[src/rtl/cigsp_pkg.sv]
`timescale 1ns / 1ps
package cigsp_pkg;

  localparam int unsigned RUN_W  = 28;
  localparam int unsigned SUM_W  = 32;
  localparam int unsigned CODE_W = 4;
  localparam int unsigned IN_DATA_W  = 8;
  localparam int unsigned OUT_DATA_W = 280;

  localparam logic [RUN_W-1:0] RUN_MAX = {RUN_W{1'b1}};
  localparam logic [SUM_W-1:0] SUM_MAX = {SUM_W{1'b1}};

  // bytes at or below this value are never decoded as operations
  localparam logic [7:0] LETTER_FLOOR = 8'd60;

  localparam logic [7:0] CH_0  = 8'h30;
  localparam logic [7:0] CH_9  = 8'h39;
  localparam logic [7:0] CH_M  = 8'h4D;
  localparam logic [7:0] CH_I  = 8'h49;
  localparam logic [7:0] CH_D  = 8'h44;
  localparam logic [7:0] CH_N  = 8'h4E;
  localparam logic [7:0] CH_S  = 8'h53;
  localparam logic [7:0] CH_H  = 8'h48;
  localparam logic [7:0] CH_P  = 8'h50;
  localparam logic [7:0] CH_EQ = 8'h3D;
  localparam logic [7:0] CH_X  = 8'h58;

  localparam logic [CODE_W-1:0] OP_M  = 4'd0;
  localparam logic [CODE_W-1:0] OP_I  = 4'd1;
  localparam logic [CODE_W-1:0] OP_D  = 4'd2;
  localparam logic [CODE_W-1:0] OP_N  = 4'd3;
  localparam logic [CODE_W-1:0] OP_S  = 4'd4;
  localparam logic [CODE_W-1:0] OP_H  = 4'd5;
  localparam logic [CODE_W-1:0] OP_P  = 4'd6;
  localparam logic [CODE_W-1:0] OP_EQ = 4'd7;
  localparam logic [CODE_W-1:0] OP_X  = 4'd8;

  typedef struct packed {
    logic              ok;
    logic [CODE_W-1:0] code;
    logic              tgt;
    logic              qry;
    logic              mat;
    logic              aln;
  } op_dec_t;

  typedef struct packed {
    logic [RUN_W-1:0] run_len;
    logic [SUM_W-1:0] tpos;
    logic [SUM_W-1:0] qpos;
    logic [SUM_W-1:0] mcnt;
    logic [SUM_W-1:0] acnt;
    logic             err;
  } parse_st_t;

  typedef struct packed {
    logic [CODE_W-1:0] op_code;
    logic [RUN_W-1:0]  op_len;
    logic [SUM_W-1:0]  target_offset;
    logic [SUM_W-1:0]  query_offset;
    logic [RUN_W-1:0]  target_span;
    logic [RUN_W-1:0]  query_span;
    logic [SUM_W-1:0]  match_total;
    logic [SUM_W-1:0]  aligned_total;
    logic [SUM_W-1:0]  target_total;
    logic [SUM_W-1:0]  query_total;
    logic              bad_op;
    logic              string_end;
  } event_t;

  function automatic op_dec_t op_decode(input logic [7:0] ch);
    op_dec_t d;
    d = '0;
    d.ok = 1'b1;
    unique case (ch)
      CH_M:  begin d.code = OP_M;  d.tgt = 1'b1; d.qry = 1'b1; d.mat = 1'b1; d.aln = 1'b1; end
      CH_I:  begin d.code = OP_I;  d.qry = 1'b1; d.aln = 1'b1; end
      CH_D:  begin d.code = OP_D;  d.tgt = 1'b1; d.aln = 1'b1; end
      CH_N:  begin d.code = OP_N;  d.tgt = 1'b1; d.aln = 1'b1; end
      CH_S:  begin d.code = OP_S;  d.qry = 1'b1; end
      CH_H:  d.code = OP_H;
      CH_P:  d.code = OP_P;
      CH_EQ: begin d.code = OP_EQ; d.tgt = 1'b1; d.qry = 1'b1; d.mat = 1'b1; d.aln = 1'b1; end
      CH_X:  begin d.code = OP_X;  d.tgt = 1'b1; d.qry = 1'b1; d.aln = 1'b1; end
      default: d = '0;
    endcase
    if (ch <= LETTER_FLOOR) begin
      d = '0;
    end
    return d;
  endfunction

  function automatic logic [SUM_W-1:0] sat_add(input logic [SUM_W-1:0] a,
                                               input logic [RUN_W-1:0] b);
    logic [SUM_W:0] s;
    s = {1'b0, a} + {{(SUM_W+1-RUN_W){1'b0}}, b};
    return s[SUM_W] ? SUM_MAX : s[SUM_W-1:0];
  endfunction

endpackage

[src/rtl/cigar_string_parser_unit.sv]
`timescale 1ns / 1ps
// CIGAR string parser: takes one character per transfer on the in_ stream,
// in_tlast marking the last character of a string. Digits build up a run
// length; each operation letter gives one event on the out_ stream with the
// code, length, offsets before the operation, spans and running totals.
// A bad byte gives one event with out_tuser high and the rest of that
// string is dropped up to its last character. Digits give no event.
// A character is captured in the input register, decoded and added in one
// combinational pass, and its event is loaded into the output register,
// which drives out_tvalid; a stall on out_tready can hold it in between.
// Throughput: one character per cycle while out_tready stays high; the limit
// is the saturating add and multiply-by-ten on the running state.
// Reset (rst_n low, synchronous) empties both registers and clears the run
// length, positions, totals and error flag. While out_tready is low the
// output register holds its event and the input register still takes one
// more character; after that in_tready drops until the event moves on.
module cigar_string_parser_unit (
  input  logic                                 clk,
  input  logic                                 rst_n,
  input  logic                                 in_tvalid,
  output logic                                 in_tready,
  input  logic [cigsp_pkg::IN_DATA_W-1:0]      in_tdata,   // [7:0] char_byte
  input  logic                                 in_tlast,   // final_byte
  output logic                                 out_tvalid,
  input  logic                                 out_tready,
  // [3:0] op_code, [31:4] op_len, [63:32] target_offset, [95:64] query_offset,
  // [123:96] target_span, [151:124] query_span, [183:152] match_total,
  // [215:184] aligned_total, [247:216] target_total, [279:248] query_total
  output logic [cigsp_pkg::OUT_DATA_W-1:0]     out_tdata,
  output logic                                 out_tlast,  // string_end
  output logic                                 out_tuser   // bad_op
);
  import cigsp_pkg::*;

  logic       in_valid_r;
  logic [7:0] in_char_r;
  logic       in_last_r;
  logic       adv;

  parse_st_t  st_r;
  parse_st_t  st_nxt;
  event_t     evt;
  event_t     evt_r;
  logic       emit;
  logic       out_valid_r;
  logic       out_valid_nxt;

  // step fires when the input register holds a byte and the result slot is free
  assign adv       = in_valid_r && (!out_valid_r || out_tready);
  assign in_tready = !in_valid_r || adv;

  always_ff @(posedge clk) begin
    if (!rst_n) begin
      in_valid_r <= 1'b0;
    end else if (in_tready) begin
      in_valid_r <= in_tvalid;
    end
  end

  always_ff @(posedge clk) begin
    if (in_tready && in_tvalid) begin
      in_char_r <= in_tdata[7:0];
      in_last_r <= in_tlast;
    end
  end

  cigsp_step u_step (
    .st         (st_r),
    .char_byte  (in_char_r),
    .final_byte (in_last_r),
    .st_nxt     (st_nxt),
    .evt        (evt),
    .emit       (emit)
  );

  always_ff @(posedge clk) begin
    if (!rst_n) begin
      st_r <= '0;
    end else if (adv) begin
      st_r <= st_nxt;
    end
  end

  always_comb begin
    out_valid_nxt = out_valid_r && !out_tready;
    if (adv) begin
      out_valid_nxt = emit;
    end
  end

  always_ff @(posedge clk) begin
    if (!rst_n) begin
      out_valid_r <= 1'b0;
    end else begin
      out_valid_r <= out_valid_nxt;
    end
  end

  always_ff @(posedge clk) begin
    if (adv && emit) begin
      evt_r <= evt;
    end
  end

  assign out_tvalid = out_valid_r;
  assign out_tdata  = {evt_r.query_total, evt_r.target_total, evt_r.aligned_total,
                       evt_r.match_total, evt_r.query_span, evt_r.target_span,
                       evt_r.query_offset, evt_r.target_offset, evt_r.op_len,
                       evt_r.op_code};
  assign out_tlast  = evt_r.string_end;
  assign out_tuser  = evt_r.bad_op;

  // a bad byte carries no operation and no length
  a_bad_is_empty: assert property (@(posedge clk) disable iff (!rst_n)
    out_valid_r && evt_r.bad_op |->
      evt_r.op_len == '0 && evt_r.target_span == '0 && evt_r.query_span == '0)
    else $error("bad_op event with nonzero length");

  // target total is offset plus span unless the sum saturated
  a_tgt_sum: assert property (@(posedge clk) disable iff (!rst_n)
    out_valid_r && evt_r.target_total != SUM_MAX |->
      evt_r.target_total == evt_r.target_offset + {{(SUM_W-RUN_W){1'b0}}, evt_r.target_span})
    else $error("target total does not match offset plus span");

  // spans are either the whole length or nothing
  a_span_len: assert property (@(posedge clk) disable iff (!rst_n)
    out_valid_r |->
      (evt_r.target_span == '0 || evt_r.target_span == evt_r.op_len) &&
      (evt_r.query_span == '0 || evt_r.query_span == evt_r.op_len))
    else $error("span differs from op length");

  // the last byte of a string leaves all parse state cleared
  a_end_clears: assert property (@(posedge clk) disable iff (!rst_n)
    adv && in_last_r |=> st_r == '0)
    else $error("state not cleared after final byte");

  // an errored record produces no further events
  a_err_quiet: assert property (@(posedge clk) disable iff (!rst_n)
    adv && st_r.err |=> !out_valid_r || $stable(evt_r))
    else $error("event produced inside errored record");

endmodule

[src/rtl/cigsp_step.sv]
`timescale 1ns / 1ps
module cigsp_step (
  input  cigsp_pkg::parse_st_t st,
  input  logic [7:0]           char_byte,
  input  logic                 final_byte,
  output cigsp_pkg::parse_st_t st_nxt,
  output cigsp_pkg::event_t    evt,
  output logic                 emit
);
  import cigsp_pkg::*;

  op_dec_t          dec;
  logic             is_digit;
  logic [SUM_W-1:0] run_wide;
  logic [RUN_W-1:0] run_acc;
  logic [RUN_W-1:0] len;
  logic [RUN_W-1:0] tspan;
  logic [RUN_W-1:0] qspan;
  logic [SUM_W-1:0] tpos_upd;
  logic [SUM_W-1:0] qpos_upd;
  logic [SUM_W-1:0] mcnt_upd;
  logic [SUM_W-1:0] acnt_upd;

  assign dec      = op_decode(char_byte);
  assign is_digit = (char_byte >= CH_0) && (char_byte <= CH_9);

  // run * 10 + digit as two shifts and two adds; fits in 32 bits before saturation
  assign run_wide = ({{(SUM_W-RUN_W){1'b0}}, st.run_len} << 3)
                  + ({{(SUM_W-RUN_W){1'b0}}, st.run_len} << 1)
                  + {{(SUM_W-4){1'b0}}, char_byte[3:0] - CH_0[3:0]};
  assign run_acc  = (run_wide > {{(SUM_W-RUN_W){1'b0}}, RUN_MAX}) ? RUN_MAX
                                                                 : run_wide[RUN_W-1:0];

  assign len   = dec.ok ? st.run_len : '0;
  assign tspan = dec.tgt ? len : '0;
  assign qspan = dec.qry ? len : '0;

  assign tpos_upd = sat_add(st.tpos, tspan);
  assign qpos_upd = sat_add(st.qpos, qspan);
  assign mcnt_upd = dec.mat ? sat_add(st.mcnt, len) : st.mcnt;
  assign acnt_upd = dec.aln ? sat_add(st.acnt, len) : st.acnt;

  always_comb begin
    evt.op_code       = dec.code;
    evt.op_len        = len;
    evt.target_offset = st.tpos;
    evt.query_offset  = st.qpos;
    evt.target_span   = tspan;
    evt.query_span    = qspan;
    evt.match_total   = mcnt_upd;
    evt.aligned_total = acnt_upd;
    evt.target_total  = tpos_upd;
    evt.query_total   = qpos_upd;
    evt.bad_op        = !dec.ok;
    evt.string_end    = final_byte;
  end

  always_comb begin
    st_nxt = st;
    emit   = 1'b0;
    if (st.err) begin
      // rest of a broken record is dropped
    end else if (is_digit) begin
      st_nxt.run_len = run_acc;
    end else begin
      emit = 1'b1;
      if (dec.ok) begin
        st_nxt.tpos    = tpos_upd;
        st_nxt.qpos    = qpos_upd;
        st_nxt.mcnt    = mcnt_upd;
        st_nxt.acnt    = acnt_upd;
        st_nxt.run_len = '0;
      end else begin
        st_nxt.err = 1'b1;
      end
    end
    if (final_byte) begin
      st_nxt = '0;
    end
  end

endmodule
[config.mk]
export PLATFORM = sky130hd
export DESIGN_NAME = cigar_string_parser_unit
export DESIGN_NICKNAME = d
export VERILOG_FILES = /design/src/rtl/cigsp_pkg.sv /design/src/rtl/cigar_string_parser_unit.sv /design/src/rtl/cigsp_step.sv
export SDC_FILE = /design/constraint.sdc
export NUM_CORES = 1
export LEC_CHECK = 0
export ABC_AREA = 1
export BUFFER_PORTS_ARGS = -buffer_cell sky130_fd_sc_hd__buf_2
export CELL_PAD_IN_SITES_DETAIL_PLACEMENT = 0
export CELL_PAD_IN_SITES_GLOBAL_PLACEMENT = 1
export CORE_UTILIZATION = 48
export CTS_CLUSTER_SIZE = 24
export DETAILED_ROUTE_END_ITERATION = 8
export HOLD_SLACK_MARGIN = 0.1
export PLACE_DENSITY = 0.89
export SLEW_MARGIN = 5
export SYNTH_ARGS = -nofsm -noshare
export SYNTH_HDL_FRONTEND = slang
export SYNTH_SLANG_ARGS = --single-unit
[constraint.sdc]
create_clock -name clk -period 76.5 [get_ports clk]
set_input_delay 15.3 -clock clk [delete_from_list [all_inputs] [get_ports clk]]
set_output_delay 15.3 -clock clk [all_outputs]
set_load 0.005 [all_outputs]
# Word-level counts from Yosys, hierarchy flattened
# Index checks and enable logic that the tools add are counted.
op_classes:
  addsub: 6
  order_cmp: 4
  eq_ne: 11
  mux: 26
  reduce_logical: 20
op_table:
  columns: ["cell", "count"]
  rows:
  - ["157-bit 2-to-1 mux", 2]
  - ["32-bit 2-to-1 mux", 6]
  - ["156-bit 2-to-1 mux", 1]
  - ["28-bit 2-to-1 mux", 5]
  - ["32-bit by 28-bit adder with 33-bit output", 4]
  - ["129-bit 2-to-1 mux", 1]
  - ["8-bit by 7-bit == test with 1-bit output, second input constant", 8]
  - ["31-bit by 29-bit adder with 32-bit output", 1]
  - ["32-bit by 4-bit adder with 32-bit output", 1]
  - ["32-bit by 28-bit > comparator with 1-bit output, second input constant", 1]
  - ["4-bit one-hot mux with 8 select lines", 1]
  - ["8-bit by 6-bit <= comparator with 1-bit output, second input constant", 2]
  - ["5-bit OR reduction", 2]
  - ["1-bit 2-to-1 mux", 9]
  - ["9-bit 2-to-1 mux", 1]
  - ["9-bit OR reduction", 1]
  - ["8-bit by 6-bit == test with 1-bit output, second input constant", 1]
  - ["8-bit by 6-bit >= comparator with 1-bit output, second input constant", 1]
  - ["6-bit OR reduction", 1]
  - ["1-bit logical AND", 5]
  - ["1-bit zero test", 4]
  - ["2-bit != test, second input constant", 2]
  - ["4-bit AND reduction", 1]
  - ["3-bit AND reduction", 1]
  - ["other kinds (4)", 5]
word_totals:
  regBits: 450
  inputBits: 13
  output_inout_bits: 284
  word_cells: 89

# Logic depth before layout (Yosys ltp)
# Gate-level depths: netlist of run 1.
depth:
  word_depth: 12
  ltp_mapped: 31
  ltp_nobuf: 29

# By module
# Synthesis of run 1 repeated with hierarchy kept, for this count alone.
unflattened:
  cells_unflattened: 4290
  area_unflattened_um2: 30575.6
modules_own_cells:
  columns: ["mod", "n_inst", "cells_each", "area_per_inst_um2", "seq_area_each_um2"]
  rows:
  - ["cigar_string_parser_unit", 1, 1336, 15766.4, 11921.4]
  - ["cigsp_step", 1, 2954, 14809.2, 0.0]

# Least setup slack after synthesis of run 1
# No wires, ideal clock.
synth_timing:
  kind: "in2reg"
  start: "input port out_tready"
  end: "register evt_r, in the netlist out_tdata[0] (enable)"
  arrival_ps: 34600
  required_ps: 75226
  slack_ps: 40626
  cell_stages: 4
  path_buffers: 0
  path_cell_list: "inv_1 > nand2_1 > nand2_1 > nor3_1"
synth_via:
  elab_chain_cells: 3
synth_rtl:
  columns: ["item", "line_no", "source"]
  rows:
  - ["from (decl)", "cigar_string_parser_unit.sv:25", "input logic out_tready,"]
  - ["1-bit logical OR", "cigar_string_parser_unit.sv:49", "assign adv = in_valid_r && (!out_valid_r || out_tready);"]
  - ["1-bit logical AND", "cigar_string_parser_unit.sv:49", null]
  - ["1-bit logical AND", "cigar_string_parser_unit.sv:100", "if (adv && emit) begin"]
  - ["to (signal assigned)", "cigar_string_parser_unit.sv:101", "evt_r <= evt;"]
  - ["to (decl)", "cigar_string_parser_unit.sv:43", "event_t evt_r;"]
# No other way between the ends.
# A chain may end at the register's enable or synchronous reset.

# Final worst setup path of run 1
layout_timing:
  start: "input port out_tready"
  end: "output port in_tready"
layout_via:
  elab_chain_cells: 3
layout_rtl:
  columns: ["item", "line_no", "source"]
  rows:
  - ["1-bit logical OR", "cigar_string_parser_unit.sv:49", null]
  - ["1-bit logical AND", "cigar_string_parser_unit.sv:49", null]
  - ["1-bit logical OR", "cigar_string_parser_unit.sv:50", "assign in_tready = !in_valid_r || adv;"]
  - ["to (decl)", "cigar_string_parser_unit.sv:21", "output logic in_tready,"]
# No other way between the ends.

==> flow_summary.yaml, run 1 <==
status:
  run_status: "finished clean"
synthesis:
  syn_area_um2: 27110
  synthDistinctLibCells: 46
  register_area_share_after_synthesis: 0.4397
  syn-instance-count: 3524
  synthTopCellsByArea: "edfxtp_1 32%, nand2_1 15%, dfxtp_1 12%"
  synth_edf_count: 291
  flip_flop_and_latch_count_after_synthesis: 450
  synth_area_per_cell_um2: 7.693
  synth.yosys.warnings: 0
  postSynth.topFlopCell: "edfxtp_1"
  synth_area_leader_cell: "edfxtp_1"
  synth_top_area_share: 0.3223
  ys_async_sr_fraction: 0
  synth.net_count: 3712
place:
  hpwl_mm: 65.95
  placement.io_buffers: 296
  gpl.final_weighted_congestion: 0.9952
global_route:
  first_global_vias: 22200
  largest_net_degree_at_the_start_of_global_routing: 180
  wire_length_of_the_first_global_routing_pass_mm: 129.9
  grtUsageTotal: 0.2962
  grt_remaining_overflow: 0
  initial_antenna_violation_count: 0
die:
  floorplan.core_area_um2: 55420
  pin_count: 297
  die_height_um: 239.7
  floorplan.die.width_um: 239.7
  die_area_um2: 57430
  initial_utilization: 0.4892
  placementRows: 86
critical_path:
  cp.required_ns: 61.20
  startpoint_type: "input port"
  worst-endpoint-arrival_ns: 15.72
  timing.critical_path.max_delay_family: "buffers and inverters"
  crit_path_buffers_inverters: 3
  cp_cell_sequence: "buf_2 > inv_1 > nand3_1 > buf_2"
  critPathMaxStageDelay_ns: 0.16
  path_max_fanout: 3
  criticalPathCategory: "input port to output pin"
  critical_path.slowest_cell: "buf_2"
  critical_path.most_common_cell: "buf_2"
  setup.worst_path.end_class: "output pin"
flow_run:
  drv_cap: 0
clocking:
  postCtsSetupRepairBufs: 0
  ctsRootBufferMaster: "clkbuf_16"
  cts-hold-fix-buffers: 0
  insertion_delay_ns: 0.61
  cts.clk_slew.worst_paths_ns: 0.06
  cts_resized: 0
  tritoncts_num_sinks: 450
  cts_buffers: 48
  h-tree-depth: 2
  cts_tree: "done"
  clockBufferDepth: 3
timing:
  layout_min_cycle_time_ns: 31.02
  worst_pin_slew_ns: 1.200
  worst_clock_skew_ns: 0.03169
  aggregate_negative_setup_slack_ns: 0
  highest_attainable_clock_frequency_ghz: 0.03224
  worst_slew_margin_rel: 0.1978
  min_period_over_period: 0.4055
  setup_repair_after_global_routing_missed_its_margin: "no"
  finalHoldViolCount: 0
  whs_ns: 0.4701
  final_max_slew_viols: 0
  setup_viol_count_final: 0
finish:
  final_nets: 3987
  utilization: 0.5555
  post_route_cells_drive_above_1_share: 0.1141
  mostFrequentLayoutCell: "nand2_1"
  leading_cell_types_in_the_layout_fill_and_taps_excluded: "1091 x nand2_1, 447 x inv_1, 340 x a21oi_1, 296 x buf_2, 291 x edfxtp_1"
  final.fill_count: 5340
  syn2layout_area_growth_pct: 13.55
route:
  vias_per_cell: 5.322
  first_pass_iters: 6
  detailroute.via_count: 24410
  detail_route.drc_violations: 0
  dr.first_iter.drc_count: 2226
  postRouteAntennaNets: 0
  post_drt_wl_per_cell_um: 18.56
  drt-total-wl_mm: 85.12
worst_hold_path:
  timing.hold.worst.class: "flop to flop"
power_and_ir_drop:
  cellLeakagePower_uw: 0.01436
  power.ir.vdd_worst_mv: 0.01526
  power-per-cell-area_nw_per_um2: 16.74
==> worst register-to-register path: stages (launching register included) <==
cell	delay (ns)
edfxtp_1	0.50
inv_1	0.17
nor3_1	0.10
nand2_1	0.11
nand2_1	0.15
nor2_4	0.30
nand2_4	0.11
inv_2	0.67
nor2_1	0.32
ha_1	0.35
inv_1	0.11
fa_1	0.22
inv_1	0.10
nand3_1	0.08
nand2_1	0.14
nand2_1	0.09
nand2_1	0.07
nand2_1	0.07
nand2_1	0.18
a21oi_4	0.89
nand4_1	0.40
and2_1	0.25
==> Yosys cell counts (all sizes together) (5+ instances only) <==
cell and instances:
nand2 1093, inv 451, a21oi 342, edfxtp 291, nor2 271, nand3 211, ha 169, dfxtp 159
o21ai 109, nand4 63, nor3 61, buf 60, xnor2 37, xor2 37, clkbuf 27, or2 27
and2 18, o21bai 15, a21o 14, a21boi 13, nand3b 11, o22ai 11, o21a 8, fa 6
nor4 5
==> report_power, final <==
group | switching [µW] | internal [µW] | total, µW | leakage (µW)
combinational | 12.5 | 4.80 | 17.3 | 0.00940
sequential | 2.50 | 264 | 266 | 0.00419
clock | 100 | 132 | 232 | 0.000765
==> final timing paths <==
path	from	to	slack [ns]	depth (start not counted)
worst max-delay path	out_tready	in_tready	45.48	4
worst min-delay path	st_r[89]	out_tdata[88]	0.47	0
worst max register to register	in_char_r[3]	out_tdata[173]	70.87	21
worst min register to register	st_r[89]	out_tdata[88]	0.47	0
==> metal layers <==
layer	vias to the layer above	global-route usage	part of all wire
met1	11110	0.4351	0.47
met5	-	0	0
met4	0	0.1049	0.037
li1	12190	-	-
met2	953	0.4415	0.42
met3	159	0.04207	0.077
==> logic make-up after synthesis <==
kind of cell | Yosys count | synth area share
AOI/OAI and AO/OA | 521 | 0.1029
xor gates and xnor gates | 74 | 0.02391
adders and majority gates | 175 | 0.08243
buffers and inverters | 540 | 0.07970
DFF | 450 | 0.4397
muxes | 1 | 0.0003692
and+or+nand+nor | 1763 | 0.2710
==> cell type report <==
cell class / instances / area (µm²) / area share
multi-input cells: 2534 / 13050 / 0.4240
clock inverters: 29 / 257.7 / 0.008372
inverters: 453 / 1703 / 0.05531
repair buffers: 312 / 1614 / 0.05243
well taps: 748 / 935.9 / 0.03040
clock buffers: 60 / 1297 / 0.04215
diodes: 1 / 2.502 / 0.00008128
flip-flops and latches: 450 / 11920 / 0.3872
==> state kept, by name, indices dropped and copies added, names as in the netlist <==
name        count
st_r          157
in_last_r       1
in_char_r       8
out_tlast       1
out_tuser       1
out_tvalid      1
in_valid_r      1
out_tdata     280
==> metrics by stage <==
stage / power, µW / area [µm²] / worst slack [ns] / instances
after global placement: 288.7 / 29230 / 45.50 / 4497
final: 515.4 / 30790 / 45.48 / 4587
after CTS: 518.9 / 30780 / 45.48 / 4586
after floorplan: 285.8 / 27110 / 40.63 / 3524
after global routing: 530.7 / 30780 / 45.43 / 4586
after detailed placement: 289.0 / 29230 / 45.48 / 4497
(Power assumes the default switching activity.)
==> inputs of run 2 (changes only) <==
ABC_AREA = 0   (was 1)
CORE_UTILIZATION = 47   (was 48)
PLACE_DENSITY = 0.83   (was 0.89)
clock period = 29.9 ns   (was 76.5 ns; I/O delays follow)
==> run 2 against run 1 <==
Wire length down 20%. Critical endpoint unchanged. Largest power group unchanged. Die area decreased by 9.5%. Final area fell by 9.7%. Hold slack improved by 0.00051 ns.
==> flow_summary.yaml, run 2 <==
critical_path:
  path_max_fanout: 4
  worst-endpoint-arrival_ns: 6.53
  startpoint_type: "input port"
  criticalPathCategory: "input port to output pin"
  setup.worst_path.end_class: "output pin"
  cp.required_ns: 23.92
timing:
  aggregate_negative_setup_slack_ns: 0
  setup_repair_after_global_routing_missed_its_margin: "no"
  worst_pin_slew_ns: 1.349
  layout_min_cycle_time_ns: 12.51
  worst_clock_skew_ns: 0.02744
  highest_attainable_clock_frequency_ghz: 0.07991
  finalHoldViolCount: 0
  final_max_slew_viols: 0
  setup_viol_count_final: 0
  min_period_over_period: 0.4185
  worst_slew_margin_rel: 0.1006
power_and_ir_drop:
  power-per-cell-area_nw_per_um2: 49.59
  cellLeakagePower_uw: 0.01159
  pwr-share-comb: 0.035
  seq_power_share: 0.501
  internal-power_uw: 1086
  p_sw_uw: 293.3
  switching_share: 0.2127
  power.total_uw: 1379
  power.ir.vdd_worst_mv: 0.04277
  proportion_of_power_drawn_by_the_clock_network: 0.464
global_route:
  grtUsageTotal: 0.2561
  first_global_vias: 17720
  wire_length_of_the_first_global_routing_pass_mm: 103.5
  grt_remaining_overflow: 0
  initial_antenna_violation_count: 3
  largest_net_degree_at_the_start_of_global_routing: 102
clocking:
  cts.clk_slew.worst_paths_ns: 0.06
  h-tree-depth: 2
  insertion_delay_ns: 0.60
  cts_resized: 0
  tritoncts_num_sinks: 450
  cts-hold-fix-buffers: 0
  cts_buffers: 47
  ctsRootBufferMaster: "clkbuf_16"
  cts_tree: "done"
  postCtsSetupRepairBufs: 0
  clockBufferDepth: 3
synthesis:
  synth_top_area_share: 0.3640
  syn_area_um2: 24000
  synth.net_count: 2436
  netlist_top_cells_count: "291 x edfxtp_1, 187 x nand2_1, 171 x nor2_1"
  ys_async_sr_fraction: 0
  synth.yosys.warnings: 0
  register_area_share_after_synthesis: 0.4966
  synth_most_common_cell: "edfxtp_1"
  syn-instance-count: 2248
  synth_area_per_cell_um2: 10.68
  flip_flop_and_latch_count_after_synthesis: 450
  synth_area_leader_cell: "edfxtp_1"
  postSynth.topFlopCell: "edfxtp_1"
  synth_edf_count: 291
  synthTopCellsByArea: "edfxtp_1 36%, dfxtp_1 13%, ha_1 8.8%"
  synthDistinctLibCells: 88
route:
  drt-total-wl_mm: 68.07
  post_drt_wl_per_cell_um: 21.04
  first_pass_iters: 5
  detail_route.drc_violations: 0
  postRouteAntennaNets: 0
  detailroute.via_count: 18780
  vias_per_cell: 5.804
  dr.first_iter.drc_count: 1562
finish:
  multi_input_area_um2: 11600
  leading_cell_types_in_the_layout_fill_and_taps_excluded: "296 x buf_2, 291 x edfxtp_1, 187 x nand2_1, 169 x nor2_1, 169 x ha_1"
  layout.cell_area.non_filler_um2: 27800
  final.fill_count: 4478
  syn2layout_area_growth_pct: 15.82
  sequential_cell_area_um2: 11920
  post_route_cells_drive_above_1_share: 0.1775
  final_nets: 2712
  antenna_cells_inserted: 0
  max_reg_flops: 280
  mostFrequentLayoutCell: "buf_2"
  utilization: 0.5530
place:
  placement.io_buffers: 296
  gpl.final_weighted_congestion: 0.9401
  place_area_um2: 26110
  hpwl_mm: 49.35
die:
  die_height_um: 228.0
  floorplan.die.width_um: 228.0
  placementRows: 82
  die_area_um2: 51980
  pin_count: 297
  initial_utilization: 0.4775
  floorplan.core_area_um2: 50270
status:
  run_status: "finished clean"
flow_run:
  drv_cap: 0
worst_hold_path:
  timing.hold.worst.class: "flop to flop"
-- run 2: changes by cell type after synthesis, sizes merged, moves of 30 or more --
cell and change:
nand2 -888, nand4 -46, inv -412, nor3 -38
xnor2 +38, a22o +74, nand3 -177, a21oi -180
nand2b +31, a21o +43, a22oi +34, buf -30
nor2b +74, nor2 -99
-- run 2: layout make-up --
class / instances / area share
Tap cell: 672 / 0.03024
Multi-Input combinational cell: 1675 / 0.4171
Clock inverter: 26 / 0.01413
Timing Repair Buffer: 311 / 0.05733
Inverter: 39 / 0.005535
Clock buffer: 62 / 0.04689
Sequential cell: 450 / 0.4288
-- run 2: through the flow --
step                      std cells  hold slack [ns]  worst slack [ns]
final                          3235           0.4706             17.39
after global placement         3147           0.4548             17.40
after detailed placement       3147           0.4552             17.39
after global routing           3235           0.4885             17.31
after floorplan                2248           0.4244             17.21
after CTS                      3235           0.4697             17.39
-- run 2: critical path, stage by stage --
cell and delay, ns:
buf_2 0.09, nor2b_1 0.23, nand2_1 0.10, buf_2 0.13
-- run 2: layer usage --
| layer | up-vias | routed length [µm] | GRT usage |
|---|---|---|---|
| met1 | 8960 | 30560 | 0.3577 |
| met4 | 4 | 2266 | 0.09732 |
| met2 | 678 | 30830 | 0.4002 |
| li1 | 9008 | - | - |
| met3 | 127 | 4374 | 0.04063 |
| met5 | - | 31 | 0 |
-- run 2: cell families after synthesis --
group                    after synthesis  share of synthesized area
multiplexers                           9                   0.004118
AND/OR/NAND/NOR                      683                     0.1441
AO/OA/AOI/OAI                        687                     0.1957
buffers and inverters                123                    0.02220
flip-flops                           450                     0.4966
adder cells (fa/ha/maj)              175                    0.09309
XOR/XNOR                             121                    0.04415
-- run 2: power groups by stage --
stage	sequential, µW	clock [µW]	combinational (µW)
6_report	691	639	48.6
5_1_grt	693	671	52.7
4_1_cts	691	651	49.4
3_5_place_dp	704	0	49.3
3_3_place_gp	704	0	48.9
2_1_floorplan	709	0	18.2
-- run 2: worst paths after layout --
| path | from | end | slack [ns] | depth (start not counted) |
|---|---|---|---|---|
| worst min register to register | st_r[87] | out_tdata[86] | 0.47 | 0 |
| worst min-delay path | st_r[87] | out_tdata[86] | 0.47 | 0 |
| worst max register to register | in_char_r[1] | st_r[120] | 23.01 | 17 |
| worst max-delay path | out_tready | in_tready | 17.39 | 4 |
==> inputs of run 3 (changes only) <==
clock period = 11.69 ns   (was 29.9 ns; I/O delays follow)
==> run 3 against run 2 <==
Register-to-register slack lost 17 ns. Combinational power grew to 2.6 times the previous value. Global-route usage grew 0.066 points. Critical path depth grew 14. Non-clock buffer count grew 1. Setup slack lost 12 ns. Count of clock-buffer cells in the layout shrank 12.
==> flow_summary.yaml, run 3 (synthesis gave the netlist of run 2 again) <==
timing:
  min_period_over_period: 0.5221
  worst_slew_margin_rel: 0.09067
  final_max_slew_viols: 0
  worst_clock_skew_ns: 0.02136
  highest_attainable_clock_frequency_ghz: 0.1638
  finalHoldViolCount: 0
  layout_min_cycle_time_ns: 6.103
  setup_repair_after_global_routing_missed_its_margin: "no"
  setup_viol_count_final: 0
  worst_pin_slew_ns: 1.364
  aggregate_negative_setup_slack_ns: 0
finish:
  syn2layout_area_growth_pct: 15.92
  mostFrequentLayoutCell: "buf_2"
  final_nets: 2713
  utilization: 0.5535
  layout.cell_area.non_filler_um2: 27830
  antenna_cells_inserted: 0
  post_route_cells_drive_above_1_share: 0.1798
  leading_cell_types_in_the_layout_fill_and_taps_excluded: "296 x buf_2, 291 x edfxtp_1, 187 x nand2_1, 169 x nor2_1, 169 x ha_1"
  finish.cell_count_without_fillers: 3236
  final.fill_count: 4393
  max_reg_flops: 280
die:
  floorplan.die.width_um: 228.0
  die_area_um2: 51980
  initial_utilization: 0.4775
  floorplan.core_area_um2: 50270
  die_height_um: 228.0
  pin_count: 297
  placementRows: 82
global_route:
  grt_remaining_overflow: 0
  wire_length_of_the_first_global_routing_pass_mm: 104.2
  first_global_vias: 17960
  largest_net_degree_at_the_start_of_global_routing: 118
  initial_antenna_violation_count: 2
  grtUsageTotal: 0.2568
power_and_ir_drop:
  cellLeakagePower_uw: 0.01161
  power-per-cell-area_nw_per_um2: 127.1
  power.total_uw: 3538
  power.ir.vdd_worst_mv: 0.1096
route:
  dr.first_iter.drc_count: 1542
  postRouteAntennaNets: 0
  first_pass_iters: 5
  vias_per_cell: 5.861
  detail_route.drc_violations: 0
  drt-total-wl_mm: 68.27
  detailroute.via_count: 18970
  post_drt_wl_per_cell_um: 21.10
critical_path:
  startpoint_type: "flop"
  criticalPathCategory: "flop to flop"
  path_max_fanout: 33
  cp.required_ns: 12.20
  setup.worst_path.end_class: "flop"
  worst-endpoint-arrival_ns: 6.61
clocking:
  cts-hold-fix-buffers: 0
  cts_resized: 0
  h-tree-depth: 2
  cts.clk_slew.worst_paths_ns: 0.06
  clockBufferDepth: 3
  postCtsSetupRepairBufs: 0
  tritoncts_num_sinks: 450
  cts_buffers: 47
  cts_tree: "done"
  insertion_delay_ns: 0.59
  ctsRootBufferMaster: "clkbuf_16"
worst_hold_path:
  timing.hold.worst.class: "flop to flop"
flow_run:
  drv_cap: 0
place:
  hpwl_mm: 49.92
  placement.io_buffers: 296
  gpl.final_weighted_congestion: 0.9496
  numPlacedInstances: 3148
  place_area_um2: 26110
status:
  run_status: "finished clean"
-- run 3: cell types whose count changed in the layout (fill, tap and decap cells not counted), sizes merged --
cell / change
buf: +1
clkinv: +4
inv: +8
clkbuf: -12
-- run 3: final cells by class --
type | instances | area [µm²] | area share
flip-flops and latches | 450 | 11920 | 0.4284
multi-input cells | 1675 | 11600 | 0.4167
repair buffers | 312 | 1602 | 0.05755
clock buffers | 50 | 1219 | 0.04379
well taps | 672 | 840.8 | 0.03022
clock inverters | 38 | 494.2 | 0.01776
inverters | 39 | 153.9 | 0.005531
-- run 3: metal layers --
layer,track usage,part of all wire,wire [µm],up-vias
met4,0.09522,0.035,2422,2
met3,0.04400,0.069,4740,134
li1,-,-,-,9037
met1,0.3628,0.45,31010,9084
met5,0,0.00013,9,-
met2,0.3947,0.44,30090,710
-- run 3: stage by stage --
step                hold WS (ns)  worst slack (ns)
floorplan                 0.4244             2.641
global placement          0.4572             5.654
detailed placement        0.4496             5.463
CTS                       0.4735             5.573
global route              0.4843             5.078
finish                    0.4735             5.587
-- run 3: final timing paths --
path,startpoint,endpoint,slack [ns],cells past startpoint
worst max-delay path,in_char_r[3],st_r[7],5.59,18
worst min register to register,st_r[119],out_tdata[54],0.47,0
worst max register to register,in_char_r[3],st_r[7],5.59,18
worst min-delay path,st_r[119],out_tdata[54],0.47,0
-- run 3: worst max-delay path, cell delays in order, from the launching register on --
cell and delay (ns):
edfxtp_1 0.57, or3b_2 0.55, a21oi_1 0.14, a311o_1 0.14, a32oi_2 0.09, buf_4 0.28
nor2b_1 0.35, ha_1 0.28, inv_1 0.07, fa_1 0.42, nand2b_1 0.18, a21oi_1 0.18
o21ai_0 0.22, o21ai_0 0.54, a31oi_1 0.36, o221ai_1 1.13, o22a_1 0.32, a22oi_1 0.09
nor2_1 0.10
-- run 3: power breakdown --
part	internal (µW)	switching, µW
clock	972	671
combinational	42.1	83.6
sequential	1740	24.4
